File: config.mk
export PLATFORM = sky130hd
export DESIGN_NAME = hfp_cell
export DESIGN_NICKNAME = d
export VERILOG_FILES = /design/src/hw/rtl/hfp_pkg.sv /design/src/hw/rtl/hfp_cell.sv
export SDC_FILE = /design/constraint.sdc
export NUM_CORES = 1
export LEC_CHECK = 0
export BUFFER_PORTS_ARGS = -buffer_cell sky130_fd_sc_hd__buf_2
export CORE_MARGIN = 2
export CORE_UTILIZATION = 44
export DETAILED_ROUTE_END_ITERATION = 16
export PLACE_DENSITY_LB_ADDON = 0.25
export SLEW_MARGIN = 40
export SYNTH_ARGS = -nofsm -noshare
export SYNTH_HDL_FRONTEND = slang
export SYNTH_SLANG_ARGS = --single-unit
export TNS_END_PERCENT = 50
File: constraint.sdc
create_clock -name clk -period 1.95 [get_ports clk]
set_input_delay 0.0975 -clock clk [delete_from_list [all_inputs] [get_ports clk]]
set_output_delay 0.0975 -clock clk [all_outputs]
set_load 0.05 [all_outputs]
File: src/hw/rtl/hfp_pkg.sv
// ----------------------------------------------------------------------------
// hfp_pkg
// Shared types and constants of the hmm forward probability block.
// ----------------------------------------------------------------------------
package hfp_pkg;

  localparam int MAX_STATES_DEF  = 16;
  localparam int MAX_LETTERS_DEF = 256;
  localparam int PROB_BITS_DEF   = 32;

  localparam logic [1:0] OP_WR_TRANS = 2'd0;
  localparam logic [1:0] OP_WR_EMIT  = 2'd1;
  localparam logic [1:0] OP_START    = 2'd2;
  localparam logic [1:0] OP_SYMBOL   = 2'd3;

  localparam logic [1:0] CFG_STATES  = 2'd0;
  localparam logic [1:0] CFG_LETTERS = 2'd1;
  localparam logic [1:0] CFG_INITIAL = 2'd2;
  localparam logic [1:0] CFG_FINAL   = 2'd3;

  localparam logic [31:0] Q31_ONE = 32'h8000_0000;

  typedef struct packed {
    logic [1:0]  op;
    logic [3:0]  row_state;
    logic [7:0]  column;
    logic [31:0] table_value;
    logic [7:0]  symbol;
  } in_t;

  typedef struct packed {
    logic [31:0] end_probability;
    logic [15:0] symbols_seen;
    logic        bad_symbol;
  } out_t;

  // controls shared by every cell of the forward ring
  typedef struct packed {
    logic start;
    logic rotate;
    logic push;
    logic load;
  } cell_ctrl_t;

  // tag carried with each term through the multiply pipeline
  typedef struct packed {
    logic first;
    logic last;
    logic gate;
    logic final_term;
  } mac_tag_t;

endpackage

File: src/hw/rtl/hfp_cell.sv
// ----------------------------------------------------------------------------
// hfp_cell
// One forward vector cell: a rotating forward value and a shifting next value.
// ----------------------------------------------------------------------------
module hfp_cell #(
  parameter int PROB_BITS = hfp_pkg::PROB_BITS_DEF
) (
  input  logic                   clk,
  input  logic                   rst,
  input  hfp_pkg::cell_ctrl_t    ctrl,
  input  logic                   init_one,
  input  logic                   reset_one,
  input  logic [PROB_BITS-1:0]   fwd_in,
  input  logic [PROB_BITS-1:0]   nxt_in,
  output logic [PROB_BITS-1:0]   fwd,
  output logic [PROB_BITS-1:0]   nxt
);

  localparam logic [PROB_BITS-1:0] ONE = PROB_BITS'(1) << (PROB_BITS - 1);

  always_ff @(posedge clk) begin
    if (rst) begin
      fwd <= reset_one ? ONE : '0;
    end else if (ctrl.start) begin
      fwd <= init_one ? ONE : '0;
    end else if (ctrl.load) begin
      fwd <= nxt;
    end else if (ctrl.rotate) begin
      fwd <= fwd_in;
    end
  end

  always_ff @(posedge clk) begin
    if (ctrl.push) begin
      nxt <= nxt_in;
    end
  end

endmodule

==> Word level (Yosys, flattened, before mapping) <==
Index checks and enable logic that the tools add are counted.
{ "classes": {"add_sub_neg": 0, "multipliers": 0, "div": 0, "order_cmp": 0, "eq_ne": 0, "shift": 0, "muxes": 6, "n_bitwise": 0, "n_reduce_logical": 1} }
{ "ops": {"columns": ["op", "n"], "rows": [
  ["32-bit two-way mux", 6],
  ["4-bit nonzero test", 1]
]} }
{ "word_totals": {"reg_bits": 64, "latchBits": 0, "ramBits": 0, "rom_bits": 0, "out_inout_bits": 64, "n_memories": 0} }

==> Logic depth before layout (Yosys ltp) <==
{ "logic_depth": {"depth_word": 4, "ltp_mapped": 4, "depth_no_buf": 2} }

==> Worst setup path after synthesis <==
OpenSTA, ideal clock, no wires.
{ "synth_path": {"path_type": "input to register", "start": "input port rst", "end": "register fwd[0] (enable)", "setup_ps": 414, "t_arrival_ps": 1149, "required_ps": 1536, "slack_ps": 387, "path_stages": 3, "path_buffers": 1, "cell_sequence": "or2_1 buf_2 or3_1"} }
{ "synth_between": {"elab_chain_len": 1} }
{ "synth_lines": {"columns": ["element", "line_no", "source"], "rows": [
  ["from (decl)", "hfp_cell.sv:9", "input logic rst,"],
  ["4-bit nonzero test (no source line)", null, null],
  ["to (signal assigned)", "hfp_cell.sv:23", "fwd <= reset_one ? ONE : '0;"],
  ["to (signal assigned)", "hfp_cell.sv:25", "fwd <= init_one ? ONE : '0;"],
  ["to (signal assigned)", "hfp_cell.sv:27", "fwd <= nxt;"],
  ["to (decl)", "hfp_cell.sv:15", "output logic [PROB_BITS-1:0] fwd,"]
]} }
Every way passes these cells.
A chain may end at the register's enable or synchronous reset.

==> Final worst setup path <==
{ "layout_path": {"start": "register nxt[22]", "end": "output port nxt[22]"} }
{ "layout_rtl": {"columns": ["element", "line_no", "source"], "rows": [
  ["from (decl)", "hfp_cell.sv:16", "output logic [PROB_BITS-1:0] nxt"],
  ["from (signal assigned)", "hfp_cell.sv:35", "nxt <= nxt_in;"]
]} }
No word-level cell between the ends.

==> flow_metrics.tcl <==
set metrics [dict create \
    final_util_pct 67.4 \
    fillers 404 \
    yosysTopAreaCellShare_pct 78.8 \
    overflow 0 \
    tns_ns 0 \
    drtIter0Drc 114 \
    start_kind "flop" \
    syn-num-nets 211 \
    wl_per_cell_microns 14.4 \
    netlist_top_cells_area "edfxtp_1, mux2i_1, nor2_1" \
    cts_buffers 9 \
    start_util_pct 44.8 \
    layout_commonest_cell "buf_2" \
    ys_warn_count 0 \
    synthDominantAreaCellType "edfxtp_1" \
    required_ns 1.85 \
    synth_cell_types 7 \
    peakVddDrop_mv 0.566 \
    first_pass_iters 4 \
    syn_to_final_growth_pct 50.4 \
    rsz0062_at_grt "no" \
    status "finished, final reports clean" \
    io_pins 136 \
    grt_max_degree 33 \
    critPathMaxStageDelay_ns 0.41 \
    slew_headroom_pct 50.2 \
    crit_chain "buf_2" \
    arrival_ns 0.96 \
    slew_violations 0 \
    layout.nets 386 \
    port_buffers 135 \
    hold_violations 0 \
    core_area_sq_um 5440 \
    crit_path_max_fanout 2 \
    avgSynthCellArea_sq_um 17.5 \
    grt_pass1_vias 1871 \
    avgViaCountPerCell 4.60 \
    cts.clk_slew.worst_paths_ns 0.07 \
    die_area_sq_um 6150 \
    finalSetupViolations 0 \
    cap_violations 0 \
    worst-path-buf-inv 1 \
    layout_common_cells "buf_2, edfxtp_1, mux2i_1" \
    p_leak_nw 1.75 \
    crit_family "flip-flops" \
    min_path_type "in2reg" \
    clock-skew-final_ns 0.00487 \
    worstSkewPairLatency_ns 0.32 \
    cts_resized 0 \
    placementRows 27 \
    powerDensity_nw_per_um2 890 \
    worst_pin_slew_ns 0.747 \
    post-route-min-period_ns 1.06 \
    drt-total-wl_microns 5630 \
    cts_sinks 64 \
    die_w_microns 78.4 \
    postRouteAntennaNets 0 \
    synthCells 139 \
    cts_root_buf "clkbuf_8" \
    h-tree-depth 3 \
    gp_congestion 0.746 \
    die_h_microns 78.4 \
    drive_gt1_share_pct 47.6 \
    via_count 1799 \
    worstSetupPathType "reg2out" \
    fmax_mhz 943 \
    antenna_found_initial 0 \
    cp_slowest_cell "edfxtp_1" \
    grt.total_usage_pct 19.0 \
    ys_ff_latch 64 \
    drc 0 \
    synthesis.area_sq_um 2440 \
    grt_pass1_wl_microns 8590 \
    ys_seq_area_share_pct 78.8 \
    antennaDiodeCount 0 \
    cts_tree "built" \
    period_share_pct 54.4 \
    cp-end-kind "output port" \
    cts.path.max_buffers 2 \
]
==> path summary, 6_finish.rpt <==
| check | cells after the start | startpoint | slack, ns | end |
|---|---|---|---|---|
| max | 1 | nxt[22] | 0.89 | nxt[22] |
| min | 3 | fwd_in[16] | 0.09 | fwd[16] |
| max reg2reg | 2 | nxt[3] | 1.06 | fwd[3] |
| min reg2reg | 2 | nxt[4] | 0.59 | fwd[4] |
==> synthesized netlist by cell type <==
library cell,number
mux2i_1,34
or3_1,1
buf_4,3
buf_2,5
nor2_1,31
edfxtp_1,64
or2_1,1
==> routing by layer <==
metal / wire length, microns / GRT usage (%) / share of wire, % / vias up
li1: - / - / - / 862
met1: 2220 / 22.1 / 39 / 844
met2: 2900 / 31.6 / 52 / 83
met3: 396 / 7.36 / 7.0 / 10
met4: 109 / 7.72 / 1.9 / 0
met5: 0 / 0 / 0 / -
==> flip-flops by register name, indices dropped and copies added, names as in the netlist <==
signal	flops
fwd	32
nxt	32
==> cells by family (layout without fill, tap and decap cells) <==
group / Yosys count / after routing / share of synthesized area [%]
buf+inv: 8 / 188 / 1.95
flops: 64 / 64 / 78.8
mux: 34 / 34 / 14.0
simple gates: 33 / 33 / 5.29
==> timing repair <==
| item | CTS | global route |
|---|---|---|
| hold buffers | 32 | 0 |
| endpoints found under the hold margin | 32 | 0 |
| setup buffers | 0 | 0 |
==> final cells by class <==
cell class	instances	area (sq um)	area share, %
clock buffer	10	128	3.48
clock inverter	6	26.3	0.716
multi-input combinational	67	469	12.8
sequential	64	1920	52.4
tap	72	90.1	2.46
timing repair buffer	172	1030	28.2
==> through the flow <==
stage	power [mW]	cell area (sq um)	instances	hold slack (ns)	setup WS (ns)
final	3.27	3670	391	0.0891	0.889
after global routing	3.39	3670	391	0.0847	0.834
after CTS	3.29	3670	391	0.0732	0.872
after detailed placement	2.34	3190	343	0.276	0.683
after global placement	2.34	3190	343	0.275	0.693
after floorplan	2.15	2440	139	0.196	0.387
==> power breakdown <==
group          leakage, nW  switching (mW)  internal, mW
clock               0.0823           0.462         0.441
sequential           0.686          0.0362          1.63
combinational        0.981           0.494         0.205
==> worst register-to-register path, stage by stage, from the launching register on <==
cell	delay [ns]
edfxtp_1	0.39
mux2i_1	0.18
nor2_1	0.05
Power figures use the tool's default switching activity.
