===== src/hw/rtl/hfp_pkg.sv =====
// ----------------------------------------------------------------------------
// hfp_pkg
// Shared types and constants of the hmm forward probability block.
// ----------------------------------------------------------------------------
package hfp_pkg;

  localparam int MAX_STATES_DEF  = 16;
  localparam int MAX_LETTERS_DEF = 256;
  localparam int PROB_BITS_DEF   = 32;

  localparam logic [1:0] OP_WR_TRANS = 2'd0;
  localparam logic [1:0] OP_WR_EMIT  = 2'd1;
  localparam logic [1:0] OP_START    = 2'd2;
  localparam logic [1:0] OP_SYMBOL   = 2'd3;

  localparam logic [1:0] CFG_STATES  = 2'd0;
  localparam logic [1:0] CFG_LETTERS = 2'd1;
  localparam logic [1:0] CFG_INITIAL = 2'd2;
  localparam logic [1:0] CFG_FINAL   = 2'd3;

  localparam logic [31:0] Q31_ONE = 32'h8000_0000;

  typedef struct packed {
    logic [1:0]  op;
    logic [3:0]  row_state;
    logic [7:0]  column;
    logic [31:0] table_value;
    logic [7:0]  symbol;
  } in_t;

  typedef struct packed {
    logic [31:0] end_probability;
    logic [15:0] symbols_seen;
    logic        bad_symbol;
  } out_t;

  // controls shared by every cell of the forward ring
  typedef struct packed {
    logic start;
    logic rotate;
    logic push;
    logic load;
  } cell_ctrl_t;

  // tag carried with each term through the multiply pipeline
  typedef struct packed {
    logic first;
    logic last;
    logic gate;
    logic final_term;
  } mac_tag_t;

endpackage


===== src/hw/rtl/hfp_mac.sv =====
// ----------------------------------------------------------------------------
// hfp_mac
// Shared multiply pipeline: forward times transition times emission, summed.
// ----------------------------------------------------------------------------
module hfp_mac #(
  parameter int PROB_BITS = hfp_pkg::PROB_BITS_DEF
) (
  input  logic                 clk,
  input  logic                 rst,
  input  logic                 issue,
  input  hfp_pkg::mac_tag_t    issue_tag,
  input  logic [PROB_BITS-1:0] fwd_val,
  input  logic [PROB_BITS-1:0] trans_val,
  input  logic [PROB_BITS-1:0] emit_val,
  output logic                 push,
  output logic                 push_final,
  output logic [PROB_BITS-1:0] push_value
);

  localparam logic [PROB_BITS:0] ONE_EXT = (PROB_BITS + 1)'(1) << (PROB_BITS - 1);
  localparam logic [PROB_BITS-1:0] ONE = PROB_BITS'(1) << (PROB_BITS - 1);

  logic                   va, vb, vc;
  hfp_pkg::mac_tag_t      tag_a, tag_b, tag_c;
  logic [PROB_BITS-1:0]   f_a, e_b, p1_b, p2_c, acc;
  logic [2*PROB_BITS-1:0] prod1, prod2;
  logic [PROB_BITS:0]     sh1, sh2, sum;
  logic [PROB_BITS-1:0]   p1, p2, acc_in, term, sum_sat;

  // stage a lines the forward value up with the ram read data
  always_ff @(posedge clk) begin
    if (rst) begin
      va <= 1'b0;
      vb <= 1'b0;
      vc <= 1'b0;
    end else begin
      va <= issue;
      vb <= va;
      vc <= vb;
    end
  end

  assign prod1 = (2*PROB_BITS)'(f_a) * (2*PROB_BITS)'(trans_val);
  assign sh1   = prod1[2*PROB_BITS-1:PROB_BITS-1];
  assign p1    = (sh1 > ONE_EXT) ? ONE : sh1[PROB_BITS-1:0];

  assign prod2 = (2*PROB_BITS)'(p1_b) * (2*PROB_BITS)'(e_b);
  assign sh2   = prod2[2*PROB_BITS-1:PROB_BITS-1];
  assign p2    = (sh2 > ONE_EXT) ? ONE : sh2[PROB_BITS-1:0];

  always_ff @(posedge clk) begin
    f_a   <= fwd_val;
    tag_a <= issue_tag;
    p1_b  <= p1;
    e_b   <= emit_val;
    tag_b <= tag_a;
    p2_c  <= p2;
    tag_c <= tag_b;
  end

  // saturating accumulate, restarted at the first term of each column
  assign acc_in  = tag_c.first ? '0 : acc;
  assign term    = tag_c.gate ? p2_c : '0;
  assign sum     = (PROB_BITS + 1)'(acc_in) + (PROB_BITS + 1)'(term);
  assign sum_sat = (sum > ONE_EXT) ? ONE : sum[PROB_BITS-1:0];

  always_ff @(posedge clk) begin
    if (vc) begin
      acc <= sum_sat;
    end
  end

  assign push       = vc && tag_c.last;
  assign push_final = vc && tag_c.final_term;
  assign push_value = sum_sat;

endmodule


===== config.mk =====
export PLATFORM = sky130hd
export DESIGN_NAME = hfp_mac
export DESIGN_NICKNAME = d
export VERILOG_FILES = /design/src/hw/rtl/hfp_pkg.sv /design/src/hw/rtl/hfp_mac.sv
export SDC_FILE = /design/constraint.sdc
export NUM_CORES = 2
export LEC_CHECK = 0
export CORE_UTILIZATION = 40
export DETAILED_ROUTE_END_ITERATION = 7
export DONT_BUFFER_PORTS = 1
export GPL_TIMING_DRIVEN = 0
export HOLD_SLACK_MARGIN = 0.15
export PLACE_DENSITY_LB_ADDON = 0.3
export SLEW_MARGIN = 20
export SYNTH_ARGS = -nofsm -noshare
export SYNTH_HDL_FRONTEND = slang
export SYNTH_SLANG_ARGS = --single-unit

===== constraint.sdc =====
create_clock -name clk -period 9.6 [get_ports clk]
set_input_delay 0.96 -clock clk [delete_from_list [all_inputs] [get_ports clk]]
set_output_delay 0.96 -clock clk [all_outputs]
set_load 0.05 [all_outputs]

== Yosys cells after proc, flatten, opt, wreduce, memory -nomap -nowiden ==
Index checks and enable logic that the tools add are counted.
Cells by class
  $add $sub $neg: 1
  multipliers: 2
  $lt $le $gt $ge: 3
  muxes and demuxes: 3
  reductions and logical operators: 2
Operator list (number)
  $mul 32x32->64: 2
  $gt 33x32->1 const B: 3
  $mux 32: 3
  $add 32x32->33: 1
  $logic_and 1x1->1: 2
Word-level totals
  register bits after elaboration: 175
  bits of input ports: 103
  word-level logic and storage cells: 31

== Depth between registers and ports, before layout ==
  depth after elaboration: 4
  gate-level depth with buffers: 32
  gate-level depth less buffers: 29

== Worst setup path after synthesis ==
OpenSTA, ideal clock, no wires.
  path type: input to register
  from: in trans_val[8]
  to: reg p1_b[11]
  setup time: 0.073 ns
  arrival time: 8.720 ns
  required time: 9.527 ns
  setup slack: 0.807 ns
  stages: 29
  path through: clkbuf_1 -> nand2_1 -> fa_1 -> inv_1 -> fa_1 -> inv_1 -> fa_1 -> inv_1 -> fa_1 -> fa_1 -> fa_1 -> fa_1 -> inv_1 -> fa_1 -> inv_1 -> ha_1 -> clkbuf_1 -> nand4_1 -> or4_1 -> or4_1 -> o22ai_1 -> mux2i_1 -> nor2_1 -> a311oi_1 -> nor4bb_1 -> nand4_1 -> o41a_1 -> buf_6 -> nor3_2
Between the ends
  word-level cells in the longest chain between the ends: 2
RTL lines
  from (decl): line hfp_mac.sv:13  | input logic [PROB_BITS-1:0] trans_val,
  $mul 32x32->64 (*): line hfp_mac.sv:43  | assign prod1 = (2*PROB_BITS)'(f_a) * (2*PROB_BITS)'(trans_val);
  $gt 33x32->1: line hfp_mac.sv:45  | assign p1 = (sh1 > ONE_EXT) ? ONE : sh1[PROB_BITS-1:0];
  to (signal assigned): line hfp_mac.sv:54  | p1_b <= p1;
  to (decl): line hfp_mac.sv:25  | logic [PROB_BITS-1:0] f_a, e_b, p1_b, p2_c, acc;
Mark *: on every way between the ends. The rest lies on a longest branch, timed or not.
A chain may end at the register's enable or synchronous reset.

== Worst setup path after layout ==
  from: reg f_a[30]
  to: reg p1_b[5]
Between the ends
  word-level cells in the longest chain between the ends: 2
RTL lines
  from (decl): line hfp_mac.sv:25
  from (signal assigned): line hfp_mac.sv:52  | f_a <= fwd_val;
  $mul 32x32->64 (*): line hfp_mac.sv:43
  $gt 33x32->1: line hfp_mac.sv:45
Marked as above.

==> results <==
- The cell count of the worst hold path is 0.
- The max-capacitance violation count is 0.
- In this run, CTS created clock tree buffers numbering 17.
- After detailed placement, the total cell area comes to 76200 µm².
- The cell count after synthesis is 8051.
- The final HPWL from detailed placement is 243 mm.
- CTS placed an instance of clkbuf_16 at the clock tree root.
- The worst reg-to-reg setup slack is 0.06 ns.
- The beginning of the worst hold path is tag_b[2].
- The global routing usage summed across all routing layers is 0.319.
- The prevailing post-synth register cell is dfxtp_1.
- The worst min-delay path category is flop to flop.
- The number of remaining DRC errors is 0.
- The count of endpoints failing hold in the final timing report is 0.
- The initial antenna violation count is 31.
- The run finished with clean final reports.
- 137 I/O pins were placed.
- The die is 430 µm wide.
- The congestion estimate from routability-driven global placement came to 1.04.
- Dividing the detail-routed wire length by the instance count gives 27.7 µm.
- The finished cells cover 77500 µm².
- Setup violations remaining at the end of the flow were counted as 0.
- In this run, placement finished with an instance count of 10426.
- The achievable frequency is 105 MHz.
- At the pin with the least slew margin, the transition time is 1.29 ns.
- Of the post-synthesis cell area, the dominant cell type holds 0.490.
- The destination of the worst register-to-register timing path is p1_b[5].
- The number of nets handed over by synthesis was 10497.
- The share of the clock period used by the worst path is 0.994.
- The Yosys step of the flow raised 0 warnings.
- The net total in the final layout is 10522.
- The synthesized netlist occupies a cell area of 73200 µm².
- STA classifies the critical path endpoint as a flop.
- The first-pass iteration count of the detailed router is 5.
- In the final layout, the share of cells above drive strength 1 is 0.0523.
- The final period demand of the worst path is 9.54 ns.
- After global routing the overflow that remains totals 0.
- The routed wire length is 290 mm.
- The floorplan step defined a die boundary enclosing 185000 µm².
- Yosys attributes the largest share of cell area to fa_1 (49%), and2_1 (10%), ha_1 (9.4%), inv_1 (9.2%), nand2_1 (5.3%).
- The critical path in this run is classified as flop to flop.
- Clock-pin slew was measured on the worst setup and hold paths at 0.08 ns.
- Headroom to the max-slew limit came out at 0.138.
- The floorplan has 156 rows.
- The core region is 181000 µm².
- The via count of the first global-routing pass is 61208.
- The first global-routing pass estimated 421 mm of wire.
- The most numerous cell in the Yosys netlist is fa_1.
- Of all cell types, the one taking the most synthesized area is fa_1.
- The post-placement worst setup slack is -1.36 ns.
- Counting flops with a built-in enable in the synthesized netlist gives 32.
- Counting cells, the worst reg-to-reg path comes to 25.
- After synthesis, the share of flip-flops with an asynchronous set or reset is 0.
- The launch instance of the worst register-to-register path is f_a[30].
- The count of final max-slew check failures was 0.
- The number of port buffers is 0.
- For this configuration, the core starts out at a cell density of 0.404.
- The number of vias per cell after detailed routing is 5.43.
- The worst path required time is 10.10 ns.
- In this run the remaining antenna-violating nets after routing total 0.
- The setup slack after layout is 0.0560 ns.
- STA puts the critical path data arrival time at 10.04 ns.
- The CTS tree is yes.
- The number of sinks driven by the clock tree is 175.
- The sequential fraction of the synthesis area is 0.0522.
- The detailed router finished its first iteration with 4748 violations.
- For hold timing, the worst endpoint is tag_c[2].
- At the later pin of the worst-skew pair, clock insertion delay measures 0.60 ns.
- The maximum fanout along the worst path is 10.
- The number of vias in the routed layout is 56880.
- The floorplan step set the die height to 430 µm.
- The commonest cells after synthesis are fa_1 (1791), inv_1 (1785), and2_1 (1204).
- Clock skew on the completed layout was measured at 0.0401 ns.
- Relative to the synthesized area, the layout overhead comes to 5.95%.
- The buffer levels on the longest clock path is 2.
- The number of library cell types mapped by synthesis is 99.
- The number of synthesized register bits is 175.
- After the flow finishes, the layout carries non-filler instances totaling 10479.
- The final hold slack is 0.338 ns.
- The H-tree generated during clock tree synthesis spans 4 levels.
- Entering global routing, the biggest net connects 24 pins.
- The worst setup path is launched from a flop.
- A synthesized cell averages 9.09 µm².
-- worst max path at each step --
| stage | from | endpoint | slack (ns) | cells past startpoint |
|---|---|---|---|---|
| 3_3_place_gp | trans_val[8] | p1_b[5] | -1.55 | 26 |
| 5_1_grt | e_b[22] | p2_c[7] | -0.05 | 27 |
| 3_5_place_dp | trans_val[8] | p1_b[5] | -1.36 | 26 |
| 6_report | f_a[30] | p1_b[5] | 0.06 | 25 |
| 4_1_cts | p1_b[27] | p2_c[12] | 0.01 | 28 |
| 2_1_floorplan | trans_val[8] | p1_b[11] | 0.81 | 29 |
-- cell type report --
| class | instances | area (µm²) |
|---|---|---|
| timing repair buffer | 8 | 76.3 |
| antenna | 20 | 50.0 |
| clock inverter | 15 | 198 |
| multi-input combinational | 5638 | 61000 |
| inverter | 1785 | 6700 |
| tap | 2370 | 2970 |
| fill | 18099 | 104000 |
| clock buffer | 17 | 425 |
| sequential | 175 | 3850 |
| buffer | 451 | 2240 |
-- critical path, stage by stage (launching register included) --
cell and delay [ns]:
dfxtp_1 0.39, clkdlybuf4s15_1 0.66, and2_1 0.42, fa_1 0.50
fa_1 0.55, inv_1 0.05, fa_1 0.51, fa_1 0.53
inv_1 0.08, fa_1 0.56, fa_1 0.43, fa_1 0.45
ha_1 0.29, ha_1 0.29, clkbuf_1 0.34, nand4_1 0.33
o21a_1 0.33, o21ai_0 0.74, a211oi_2 0.28, o31ai_1 0.32
xor2_1 0.19, nor4_1 0.33, nand4_1 0.14, o41a_1 0.43
buf_6 0.17, nor2_2 0.15
-- layer usage --
metal	GRT usage	vias up	part of all wire
li1	-	23803	-
met4	0.218	18	0.086
met1	0.380	29283	0.37
met5	0	-	0.00048
met2	0.522	2922	0.46
met3	0.0615	854	0.083
-- cells by family after synthesis --
kind of cell    Yosys count  synth area share
flops                   175            0.0522
compound gates          534            0.0478
fa+ha+maj              2343             0.584
buf+inv                2238             0.116
simple gates           2669             0.189
mux                      13           0.00186
xor+xnor                 79           0.00945
-- registers in the layout (all words and copies together) (netlist names) --
register	cells
tag_c	4
p1_b	32
f_a	32
tag_b	4
tag_a	4
vc	1
acc	32
va	1
e_b	32
vb	1
p2_c	32
-- repair_timing --
item                                    in CTS  in global routing
resized for setup                          210                344
setup buffers                                0                  3
endpoints found under the setup margin      63                 62
gates cloned                                 0                  0
pin swaps                                    0                  3
hold buffers                                 0                  0
-- cells in the final DEF (no fill, tap or decap), types with 27 or more instances in the layout --
cell         n
inv_1     1785
and2_1    1204
ha_1       549
nand3_1     45
xnor2_1     43
nand2_1   1031
buf_2       36
dfxtp_1    123
edfxtp_1    32
clkbuf_2   207
nor2_1     137
a21oi_1    170
nor2b_1     49
o21a_1      27
nor3_1      36
fa_1      1787
clkbuf_1   155
a21o_1      52
nand4_1     57
xor2_1      35
clkbuf_4    32
o21ai_0     86
-- stage by stage --
step,utilization,TNS (ns)
after CTS,0.426,0
after global placement,0.420,-46.84
final,0.428,0
after floorplan,-,0
after detailed placement,0.420,-42.80
after global routing,0.427,-0.238
Power is not shown: default switching activity piles up to over one toggle a cycle in this logic, so the estimate is an artifact.
